===== config.mk =====
export PLATFORM = sky130hd
export DESIGN_NAME = date_difference_days_flat
export DESIGN_NICKNAME = d
export VERILOG_FILES = /design/src/rtl/dd_pkg.sv /design/src/rtl/dd_if.sv /design/src/rtl/dd_serial_day.sv /design/src/rtl/date_difference_days.sv /design/src/flat_wrapper.sv
export SDC_FILE = /design/constraint.sdc
export NUM_CORES = 2
export LEC_CHECK = 0
export BUFFER_PORTS_ARGS = -buffer_cell sky130_fd_sc_hd__buf_2
export CAP_MARGIN = 0
export CORE_ASPECT_RATIO = 2
export CORE_MARGIN = 2
export CORE_UTILIZATION = 50
export DETAILED_ROUTE_END_ITERATION = 10
export PLACE_DENSITY_LB_ADDON = 0.05
export SLEW_MARGIN = 5
export SYNTH_ARGS = -nofsm -noshare
export SYNTH_HDL_FRONTEND = slang
export SYNTH_SLANG_ARGS = --single-unit
export TNS_END_PERCENT = 5

===== constraint.sdc =====
create_clock -name clk -period 6.2 [get_ports clk]
set_input_delay 0.31 -clock clk [delete_from_list [all_inputs] [get_ports clk]]
set_output_delay 0.31 -clock clk [all_outputs]
set_load 0.005 [all_outputs]

===== src/rtl/dd_pkg.sv =====
// Shared constants, types and tables for the date difference block.
// Used by dd_serial_day and date_difference_days; no dependencies.
package dd_pkg;

  localparam int DAY_W    = 5;
  localparam int MONTH_W  = 4;
  localparam int YEAR_W   = 14;
  localparam int DIST_W   = 22;
  // Day count of one date: 365 * 16383 plus leap days and prefix stays below 2^23.
  localparam int SERIAL_W = 23;

  localparam int PRE_W    = 9;   // month prefix, up to 366
  localparam int Q100_W   = 8;   // quotient of a 12-bit value by 25
  localparam int Q400_W   = 6;   // quotient of a 10-bit value by 25

  // x / 25 == (x * RECIP_25) >> RECIP_SHIFT for all x below 43690.
  localparam int RECIP_W     = 16;
  localparam int RECIP_SHIFT = 20;
  localparam logic [RECIP_W-1:0] RECIP_25 = 16'd41944;
  localparam int PROD_W      = 28;
  localparam int DIV_BASE    = 25;

  localparam int DAYS_PER_YEAR = 365;
  localparam int MONTH_FEB     = 2;
  localparam int MONTHS_YEAR   = 12;

  typedef struct packed {
    logic load_a;   // stage 1 register takes new values
    logic load_b;   // stage 2 register takes new values
  } dd_stage_en_t;

  // Days in the months that precede month m (m is 1-based, out-of-range clamped).
  function automatic logic [PRE_W-1:0] month_prefix(input logic [MONTH_W-1:0] m);
    logic [PRE_W-1:0] pre;
    begin
      case (m)
        4'd0:    pre = 9'd0;
        4'd1:    pre = 9'd0;
        4'd2:    pre = 9'd31;
        4'd3:    pre = 9'd59;
        4'd4:    pre = 9'd90;
        4'd5:    pre = 9'd120;
        4'd6:    pre = 9'd151;
        4'd7:    pre = 9'd181;
        4'd8:    pre = 9'd212;
        4'd9:    pre = 9'd243;
        4'd10:   pre = 9'd273;
        4'd11:   pre = 9'd304;
        4'd12:   pre = 9'd334;
        default: pre = 9'd365;
      endcase
      return pre;
    end
  endfunction

endpackage


===== src/rtl/dd_if.sv =====
// Valid/ready channel interfaces for date pairs and day distances.
// Depends on dd_pkg for field widths.
interface dd_in_if;
  logic                          valid;
  logic                          ready;
  logic [dd_pkg::DAY_W-1:0]      first_day;
  logic [dd_pkg::MONTH_W-1:0]    first_month;
  logic [dd_pkg::YEAR_W-1:0]     first_year;
  logic [dd_pkg::DAY_W-1:0]      second_day;
  logic [dd_pkg::MONTH_W-1:0]    second_month;
  logic [dd_pkg::YEAR_W-1:0]     second_year;

  modport source (
    output valid, first_day, first_month, first_year,
           second_day, second_month, second_year,
    input  ready
  );
  modport sink (
    input  valid, first_day, first_month, first_year,
           second_day, second_month, second_year,
    output ready
  );
endinterface

interface dd_out_if;
  logic                       valid;
  logic                       ready;
  logic [dd_pkg::DIST_W-1:0]  day_distance;

  modport source (output valid, day_distance, input ready);
  modport sink   (input valid, day_distance, output ready);
endinterface


===== src/rtl/dd_serial_day.sv =====
// Two pipeline stages that turn one date into a day count since year 0.
// Depends on dd_pkg; stage enables come from the top level.
module dd_serial_day (
  input  logic                            clk,
  input  dd_pkg::dd_stage_en_t            en,
  input  logic [dd_pkg::DAY_W-1:0]        day,
  input  logic [dd_pkg::MONTH_W-1:0]      month,
  input  logic [dd_pkg::YEAR_W-1:0]       year,
  output logic [dd_pkg::SERIAL_W-1:0]     serial
);

  // stage 1: reciprocal multiplies for the divisions by 100 and 400
  logic [dd_pkg::YEAR_W-1:0]   prev_year;
  logic [dd_pkg::PROD_W-1:0]   prod_p100, prod_p400, prod_y100, prod_y400;

  logic [dd_pkg::DAY_W-1:0]    s1_day;
  logic [dd_pkg::MONTH_W-1:0]  s1_month;
  logic [dd_pkg::YEAR_W-1:0]   s1_year;
  logic [dd_pkg::YEAR_W-3:0]   s1_p4;
  logic [dd_pkg::Q100_W-1:0]   s1_p100, s1_y100;
  logic [dd_pkg::Q400_W-1:0]   s1_p400, s1_y400;

  always_comb begin
    prev_year = year - dd_pkg::YEAR_W'(1);
    prod_p100 = dd_pkg::PROD_W'(prev_year[dd_pkg::YEAR_W-1:2]) *
                dd_pkg::PROD_W'(dd_pkg::RECIP_25);
    prod_p400 = dd_pkg::PROD_W'(prev_year[dd_pkg::YEAR_W-1:4]) *
                dd_pkg::PROD_W'(dd_pkg::RECIP_25);
    prod_y100 = dd_pkg::PROD_W'(year[dd_pkg::YEAR_W-1:2]) *
                dd_pkg::PROD_W'(dd_pkg::RECIP_25);
    prod_y400 = dd_pkg::PROD_W'(year[dd_pkg::YEAR_W-1:4]) *
                dd_pkg::PROD_W'(dd_pkg::RECIP_25);
  end

  always_ff @(posedge clk) begin
    if (en.load_a) begin
      s1_day   <= day;
      s1_month <= month;
      s1_year  <= year;
      s1_p4    <= prev_year[dd_pkg::YEAR_W-1:2];
      s1_p100  <= prod_p100[dd_pkg::RECIP_SHIFT +: dd_pkg::Q100_W];
      s1_p400  <= prod_p400[dd_pkg::RECIP_SHIFT +: dd_pkg::Q400_W];
      s1_y100  <= prod_y100[dd_pkg::RECIP_SHIFT +: dd_pkg::Q100_W];
      s1_y400  <= prod_y400[dd_pkg::RECIP_SHIFT +: dd_pkg::Q400_W];
    end
  end

  // stage 2: leap test, year base, month prefix
  logic                        div4, div100, div400, leap;
  logic [dd_pkg::SERIAL_W-1:0] year_base, serial_next;
  logic [dd_pkg::PRE_W-1:0]    prefix;

  always_comb begin
    div4   = (s1_year[1:0] == 2'd0);
    div100 = div4 && (s1_year[dd_pkg::YEAR_W-1:2] ==
             (dd_pkg::YEAR_W-2)'(s1_y100 * (dd_pkg::YEAR_W-2)'(dd_pkg::DIV_BASE)));
    div400 = (s1_year[3:0] == 4'd0) && (s1_year[dd_pkg::YEAR_W-1:4] ==
             (dd_pkg::YEAR_W-4)'(s1_y400 * (dd_pkg::YEAR_W-4)'(dd_pkg::DIV_BASE)));
    leap   = div4 && (!div100 || div400);

    prefix = dd_pkg::month_prefix(s1_month);
    if (leap && (s1_month > dd_pkg::MONTH_W'(dd_pkg::MONTH_FEB)))
      prefix = prefix + dd_pkg::PRE_W'(1);

    // year 0 is a leap year and counted here through the +1
    if (s1_year == '0)
      year_base = '0;
    else
      year_base = dd_pkg::SERIAL_W'(s1_year) * dd_pkg::SERIAL_W'(dd_pkg::DAYS_PER_YEAR)
                + dd_pkg::SERIAL_W'(1) + dd_pkg::SERIAL_W'(s1_p4)
                - dd_pkg::SERIAL_W'(s1_p100) + dd_pkg::SERIAL_W'(s1_p400);

    serial_next = year_base + dd_pkg::SERIAL_W'(prefix) + dd_pkg::SERIAL_W'(s1_day);
  end

  always_ff @(posedge clk) begin
    if (en.load_b) begin
      serial <= serial_next;
    end
  end

endmodule


===== src/rtl/date_difference_days.sv =====
// Top level: absolute day distance between two Gregorian dates.
// Depends on dd_pkg, dd_in_if / dd_out_if and dd_serial_day.
//
// Usage:
//   dates    - sink channel; one item is a pair of dates (day, month, year).
//   distance - source channel; one item per date pair, day_distance in days.
//   An item is taken when valid and ready are high at a rising clk edge.
// Pipeline, three register stages:
//   1: year - 1 and reciprocal multiplies giving the /100 and /400 quotients
//   2: leap test, 365*y plus leap-day count, month prefix and day -> day count
//   3: difference of the two day counts, larger minus smaller, saturation
//      at 22 bits; this register drives the distance channel.
// day_distance is valid once its date pair has passed the stage 1, 2 and 3
// registers. Throughput is one item per cycle while the receiver keeps ready
// high; a stalled receiver holds the pipeline.
//
// Each stage holds its own valid bit and advances when the stage after it is
// empty or moving, so a stalled receiver holds the last stage and back-pressure
// reaches dates.ready only once all three stages are full. Nothing is dropped
// or repeated. rst (synchronous) clears the valid bits, not the data registers.
module date_difference_days (
  input  logic       clk,
  input  logic       rst,
  dd_in_if.sink      dates,
  dd_out_if.source   distance
);

  logic v1, v2, v3;
  logic rdy1, rdy2, rdy3;

  // ready ripples back from the output register
  always_comb begin
    rdy3 = !v3 || distance.ready;
    rdy2 = !v2 || rdy3;
    rdy1 = !v1 || rdy2;
  end

  assign dates.ready = rdy1;

  always_ff @(posedge clk) begin
    if (rst) begin
      v1 <= 1'b0;
      v2 <= 1'b0;
      v3 <= 1'b0;
    end else begin
      if (rdy1) v1 <= dates.valid;
      if (rdy2) v2 <= v1;
      if (rdy3) v3 <= v2;
    end
  end

  dd_pkg::dd_stage_en_t en;
  assign en.load_a = rdy1;
  assign en.load_b = rdy2;

  logic [dd_pkg::SERIAL_W-1:0] serial_a, serial_b;

  dd_serial_day u_first (
    .clk    (clk),
    .en     (en),
    .day    (dates.first_day),
    .month  (dates.first_month),
    .year   (dates.first_year),
    .serial (serial_a)
  );

  dd_serial_day u_second (
    .clk    (clk),
    .en     (en),
    .day    (dates.second_day),
    .month  (dates.second_month),
    .year   (dates.second_year),
    .serial (serial_b)
  );

  // stage 3: |a - b|, clipped to the output width (only years past 9999 clip)
  logic [dd_pkg::SERIAL_W-1:0] diff;
  logic [dd_pkg::DIST_W-1:0]   span_next, span;

  always_comb begin
    if (serial_a > serial_b)
      diff = serial_a - serial_b;
    else
      diff = serial_b - serial_a;

    if (diff[dd_pkg::SERIAL_W-1])
      span_next = '1;
    else
      span_next = diff[dd_pkg::DIST_W-1:0];
  end

  always_ff @(posedge clk) begin
    if (rdy3) begin
      span <= span_next;
    end
  end

  assign distance.valid        = v3;
  assign distance.day_distance = span;

endmodule


===== src/flat_wrapper.sv =====
// flat-port wrapper written by rule: the top's interface ports become plain ports
module date_difference_days_flat 
  (clk, rst, dates_valid, dates_first_day, dates_first_month, dates_first_year, dates_second_day, dates_second_month, dates_second_year, dates_ready, distance_valid, distance_day_distance, distance_ready);
  dd_in_if dates_i ();
  dd_out_if distance_i ();
  input  logic clk;
  input  logic rst;
  input wire logic [$bits(dates_i.valid)-1:0] dates_valid;
  input wire logic [$bits(dates_i.first_day)-1:0] dates_first_day;
  input wire logic [$bits(dates_i.first_month)-1:0] dates_first_month;
  input wire logic [$bits(dates_i.first_year)-1:0] dates_first_year;
  input wire logic [$bits(dates_i.second_day)-1:0] dates_second_day;
  input wire logic [$bits(dates_i.second_month)-1:0] dates_second_month;
  input wire logic [$bits(dates_i.second_year)-1:0] dates_second_year;
  output wire logic [$bits(dates_i.ready)-1:0] dates_ready;
  output wire logic [$bits(distance_i.valid)-1:0] distance_valid;
  output wire logic [$bits(distance_i.day_distance)-1:0] distance_day_distance;
  input wire logic [$bits(distance_i.ready)-1:0] distance_ready;
  assign dates_i.valid = dates_valid;
  assign dates_i.first_day = dates_first_day;
  assign dates_i.first_month = dates_first_month;
  assign dates_i.first_year = dates_first_year;
  assign dates_i.second_day = dates_second_day;
  assign dates_i.second_month = dates_second_month;
  assign dates_i.second_year = dates_second_year;
  assign dates_ready = dates_i.ready;
  assign distance_valid = distance_i.valid;
  assign distance_day_distance = distance_i.day_distance;
  assign distance_i.ready = distance_ready;
  date_difference_days u_core (.clk(clk), .rst(rst), .dates(dates_i), .distance(distance_i));
endmodule

After elaboration in Yosys (flattened, before gate mapping)
Memories as Yosys holds them, arrays and structs flattened. A register that Yosys moved wholly into a read port is not among the register bits.
Cells that the tools add are included.

operators by class
  order comparisons = 3
  muxes and demuxes = 7
  eq/ne operators = 4
  reduce and logical (&&, ||, !) cells = 24
  multiply operators = 14
  add/subtract/negate cells = 18

operators by type and width
  kind                                                                   count
  12-bit by 13-bit multiplier with 25-bit output, second input constant  4
  10-bit by 13-bit multiplier with 23-bit output, second input constant  4
  23-bit two-way mux                                                     3
  23-bit by 1-bit adder with 23-bit output, second input constant        2
  23-bit by 12-bit adder with 23-bit output                              2
  23-bit by 5-bit adder with 23-bit output                               2
  23-bit by 6-bit adder with 23-bit output                               2
  23-bit by 9-bit adder with 23-bit output                               2
  14-bit by 9-bit multiplier with 23-bit output, second input constant   2
  23-bit subtractor                                                      2
  23-bit by 8-bit subtractor with 23-bit output                          2
  14-bit logical NOT                                                     2
  14-bit by 1-bit subtractor with 14-bit output, second input constant   2
  12-bit equality test                                                   2
  8-bit by 5-bit multiplier with 12-bit output, second input constant    2
  23-bit > comparator                                                    1
  10-bit equality test                                                   2
  6-bit by 5-bit multiplier with 10-bit output, second input constant    2
  9-bit by 1-bit adder with 9-bit output, second input constant          2
  9-bit two-way mux                                                      2
  4-bit by 2-bit > comparator with 1-bit output, second input constant   2
  1-bit logical AND                                                      8
  4-bit logical NOT                                                      2
  4-bit two-way mux                                                      2
  3 further kinds                                                        12

storage, ports and cells
  input bits = 50
  bits in registers = 197
  memories = 2
  ROM bits = 288
  word-level logic and storage cells = 94
  output and inout bits = 24

memories
  name             depth  bits a word  read ports  clocked after Yosys merged registers in  wr ports  line          RTL
  (no name shown)  16     9            1           1                                        0         dd_pkg.sv:36  case (m)
  (no name shown)  16     9            1           1                                        0         dd_pkg.sv:36

Longest topological paths before layout
  depth after elaboration = 10
  gate-level depth with buffers = 28
  depth with buffers taken out = 28

Hierarchy
From an unflattened synthesis, not the netlist that was laid out.

second synthesis, totals
  cell total of the unflattened synthesis = 3596
  area total of the unflattened synthesis = 36224.7 µm²

modules (own cells, without submodules)
  module                           seq. area each (µm²)  instances  area each (µm²)  cells each
  dd_serial_day (u_core.u_second)  2762.6                1          16397.0          1581
  dd_serial_day (u_core.u_first)   2762.6                1          16264.3          1561
  date_difference_days             720.7                 1          3563.4           454

Worst setup path after synthesis
No wires, ideal clock.

  path type = flip-flop to flip-flop
  start = register u_core.u_first.s1_y100[2] in the netlist's numbering
  end = register u_core.u_first.serial[21] in the netlist's numbering (data pin)
  required time = 5942 ps
  arrival time = 6484 ps
  setup time = 258 ps
  clock period less this slack = 6742 ps
  slack = -542 ps
  cell stages (with the launch flop) = 25
  buffers on the path = 0
  cell sequence = edfxtp_1 ha_1 ha_1 fa_1 ha_1 a21o_1 a21o_1 a2111oi_0 nor3_1 xnor2_1 a31oi_1 mux2_2 fa_1 ha_1 inv_1 fa_1 nor2b_1 o31a_1 o21a_1 o211a_1 o21ai_0 a2111oi_4 nand3_2 or3_1 xnor2_1

on the way
  word-level cells in the longest chain between the ends = 10

ends and longest elaborated chain
  element                                       line                 RTL
  start, declared                               dd_serial_day.sv:20  logic [dd_pkg::Q100_W-1:0] s1_p100, s1_y100;
  start signal, assigned                        dd_serial_day.sv:43  s1_y100 <= prod_y100[dd_pkg::RECIP_SHIFT +: dd_pkg::Q100_W];
  8-bit by 5-bit multiplier with 12-bit output  dd_serial_day.sv:56  (dd_pkg::YEAR_W-2)'(s1_y100 * (dd_pkg::YEAR_W-2)'(dd_pkg::DIV_BASE)));
  12-bit equality test                          dd_serial_day.sv:55  div100 = div4 && (s1_year[dd_pkg::YEAR_W-1:2] ==
  1-bit logical AND                             dd_serial_day.sv:55
  1-bit logical NOT                             dd_serial_day.sv:59  leap = div4 && (!div100 || div400);
  1-bit logical OR                              dd_serial_day.sv:59
  1-bit logical AND                             dd_serial_day.sv:59
  1-bit logical AND                             dd_serial_day.sv:62  if (leap && (s1_month > dd_pkg::MONTH_W'(dd_pkg::MONTH_FEB)))
  9-bit two-way mux                             dd_serial_day.sv:62
  23-bit by 9-bit adder with 23-bit output      dd_serial_day.sv:73  serial_next = year_base + dd_pkg::SERIAL_W'(prefix) + dd_pkg::SERIAL_W'(s1_day);
  23-bit by 5-bit adder with 23-bit output      dd_serial_day.sv:73
  net u_core.u_first.serial_next (one bit)      dd_serial_day.sv:50  logic [dd_pkg::SERIAL_W-1:0] year_base, serial_next;
  end signal, assigned                          dd_serial_day.sv:78  serial <= serial_next;
  end, declared                                 dd_serial_day.sv:9   output logic [dd_pkg::SERIAL_W-1:0] serial

The timed path passes the listed nets, and every way through them passes these cells.
A chain may end at the register's enable or synchronous reset.

Final worst setup path
Ends and elaborated chain as after synthesis.

==> results by group <==
Run status
  • Status: finished with violations
  • Failing checks: negative setup slack

Synthesis
  • Post-Synthesis Cell Area: 0.0359 mm²
  • Number of flops mapped to enable cells by yosys: between 150 and 200
  • Synth top area share: 27.0%
  • Number of synthesized register bits: between 200 and 250
  • Ys async rst share: 0%
  • Syn nets: between 4k and 5k
  • Most used flip-flop cell after synthesis: edfxtp_1
  • Seq/Total Area, Yosys: between 15 and 20%
  • Post-synthesis instance total: ~3.6k
  • Syn avg cell area: 9.97 µm²
  • Ys Warns: 0
  • Count of different cell masters after synthesis: a little over 80
  • Area leader, netlist: ha_1
  • Dominant cells by area after synthesis: ha_1, fa_1, edfxtp_1
  • Post-synth top cells: inv_1, ha_1, fa_1, edfxtp_1, xnor2_1
  • Most numerous cell in the Yosys netlist: inv_1

Setup path
  • Worst-path cell chain: ha_4 > ha_4 > fa_1 > ha_4 > a21o_1 > a21o_1 > a2111oi_4 > nor3_2 > xnor2_2 > a31oi_4 > mux2_4 > fa_1 > ha_2 > inv_2 > fa_2 > nor2b_2 > o31a_1 > o21a_1 > o211a_1 > o21ai_2 > a2111oi_4 > nand3_2 > or3_4 > xnor2_1
  • Crit path buf inv count: 1
  • Crit-path max cell delay: 530 ps
  • R2R Path End: u_core.u_first.serial[21]
  • Critical path's top delay family: adder cells
  • CP max stage cell: fa_1
  • Most used cell, CP: ha_4
  • Cells on worst reg2reg path: 24
  • Crit path launch type: register
  • Launching point of the worst reg2reg path: u_core.u_first.s1_y100[2]
  • Worst Path Max Fanout: 3
  • Critical path capture point type: register
  • Data arrival, critical path: a little under 7000 ps
  • Crit path kind: register to register
  • Req. time, crit path: approximately 6500 ps
  • R2r setup slk: -260 ps

Die
  • Die Height: approximately 380 µm
  • FP Rows: 139
  • Die width: 193 µm
  • Number of I/O pins: 74
  • Die ar.: 0.0741 mm²
  • Core area: between 0.07 and 0.08 mm²
  • Starting density of the core: approximately 50%

Place
  • Detailed placement HPWL: approximately 79000 µm
  • Dpl cells: a little under 5k
  • Pre-CTS WS: -811 ps
  • PortBufs: 73
  • Final GP Congestion: 0.962

Hold path
  • Hold Path End: u_core.u_first.s1_year[0]
  • Worst hold start: dates_first_year[0]
  • Hold depth: 2
  • Hold crit path type: input port to register

Timing
  • Count of final setup violators: 10
  • Slew @ Worst Pin: about 1100 ps
  • Final period util: 104%
  • Relative slew slack: around 25%
  • Fin crit period: 6460 ps
  • Final setup margin: -256 ps
  • RSZ-0062 raised after global routing: true
  • Final Slew Violations: 0
  • Hold Worst Slack: 99.4 ps
  • Accumulated negative setup slack: -1090 ps
  • Max frequency: between 150 and 200 MHz
  • Worst Clk Skew: 19.6 ps
  • Final Hold Fails: 0

Final layout
  • Multi-input gate area: approximately 0.027 mm²
  • Ant diodes: 0
  • Final cell count without fillers: between 4k and 5k
  • Nets: a little over 5k
  • Fillers: approximately 6.4k
  • Area Growth Syn to Fin: 13.8%
  • Layout cells sized above 1: roughly an eighth
  • Register area: approximately 0.0062 mm²

Clock network
  • Worst-case clock buffer depth: 3
  • Num CTS Buffers: 22
  • Clk slew on worst S/H paths: roughly 70 ps
  • CTS tree: yes
  • Clock root buffer: clkbuf_16
  • Clock latency on the worst-skew pair: around 560 ps
  • CTS Sinks: between 200 and 250
  • H-tree levels: 1

Routing
  • WL final: approximately 89000 µm
  • Routed Antenna Nets: 0
  • DRT iter0 DRCs: approximately 650
  • Vias per cell: approximately 5.3
  • Detailed-route wire length per cell: around 18 µm
  • DRT Pass-1 Iters: 6
  • DRC Markers: 0
  • DR vias: 25.7k

GRT
  • Initial antenna violation count: 0
  • GRT overflow: 0
  • First-pass GRT wire length: 146000 µm
  • Gr usage total: between 20% and 30%
  • Vias in the first global route: between 20k and 30k
  • Largest net degree at the start of global routing: roughly 90

Flow run
  • Max Cap Violations: 0
-- layout by cell type, fill, tap and decap left out, drive strengths merged, types with 21 or more instances in the layout --
cell type	n
dfxtp	21
buf	357
o21a	30
o21ai	97
o21bai	27
inv	839
xnor2	164
xor2	78
mux2i	28
ha	775
nor3	35
a21o	72
clkbuf	26
nand4	36
nand3	40
a211oi	25
edfxtp	194
nand2	147
fa	404
a21oi	155
nor2	120
nor2b	27
-- worst reg2reg max path: stages, from the launching register on --
cell       delay [ps]
edfxtp_1          500
ha_4              320
ha_4              190
fa_1              530
ha_4              220
a21o_1            180
a21o_1            200
a2111oi_4         360
nor3_2             90
xnor2_2           150
a31oi_4           290
mux2_4            340
fa_1              520
ha_2              190
inv_2              40
fa_2              340
nor2b_2           140
o31a_1            160
o21a_1            140
o211a_1           180
o21ai_2            80
a2111oi_4         380
nand3_2           160
or3_4             370
xnor2_1           130
-- stage by stage --
step | utilization [%] | area [µm²]
CTS | 56.7 | 40600
detailed placement | 55.1 | 39400
global route | 57.2 | 40900
finish | 57.2 | 40900
floorplan | - | 36000
global placement | 55.1 | 39400
-- registers in the layout (all words and copies together) (netlist names), 6 cells and up, named ones only --
register	cells
u_core.distance.day_distance	22
u_core.u_first.s1_p100	8
u_core.u_first.s1_p4	12
u_core.u_first.s1_p400	6
u_core.u_first.s1_y100	8
u_core.u_first.s1_y400	6
u_core.u_first.s1_year	14
u_core.u_first.serial	23
u_core.u_second.s1_p100	8
u_core.u_second.s1_p4	12
u_core.u_second.s1_p400	6
u_core.u_second.s1_y100	8
u_core.u_second.s1_y400	6
u_core.u_second.s1_year	14
u_core.u_second.serial	23
-- worst max-delay path by stage --
stage | start | end | cells past startpoint
2_1_floorplan | u_core.u_first.s1_y100[2] | u_core.u_first.serial[21] | 24
3_3_place_gp | u_core.u_second.s1_y400[1] | u_core.u_second.serial[18] | 27
3_5_place_dp | u_core.u_second.s1_y400[1] | u_core.u_second.serial[18] | 27
4_1_cts | u_core.u_first.s1_y100[2] | u_core.u_first.serial[21] | 24
5_1_grt | u_core.u_first.s1_y100[3] | u_core.u_first.serial[21] | 27
6_report | u_core.u_first.s1_y100[2] | u_core.u_first.serial[21] | 24
-- repair_timing --
item	in CTS	in global routing
pin swaps	29	29
hold buffers	20	0
buffers inserted	4	7
hold endpoints to repair	21	0
gates resized for setup	36	40
endpoints found under the setup margin	24	40
-- routing by layer --
| metal | GRT usage, % | share of wire, % | up-vias |
|---|---|---|---|
| li1 | - | - | 12615 |
| met1 | 23.6 | 35 | 12604 |
| met2 | 51.7 | 58 | 308 |
| met3 | 1.42 | 1.6 | 183 |
| met4 | 12.1 | 5.6 | 0 |
| met5 | 0 | 0 | - |
-- cell type report --
type,count,share of cell area [%]
multi-input combinational,2508,65.8
tap,916,2.81
inverter,834,7.66
timing repair buffer,377,6.64
sequential,215,15.3
clock inverter,14,0.377
clock buffer,26,1.44
-- cell families after synthesis --
| logic type | share of synthesized area (%) |
|---|---|
| adders and majority gates | 49.5 |
| buffers and inverters | 9.26 |
| AOI/OAI and AO/OA | 9.69 |
| and+or+nand+nor | 7.21 |
| xor gates and xnor gates | 5.90 |
| DFF | 17.4 |
| muxes | 1.00 |
Power is left out: the tool's default activity adds up to more than one toggle a clock period on the data nets, which glitch-free logic cannot reach.
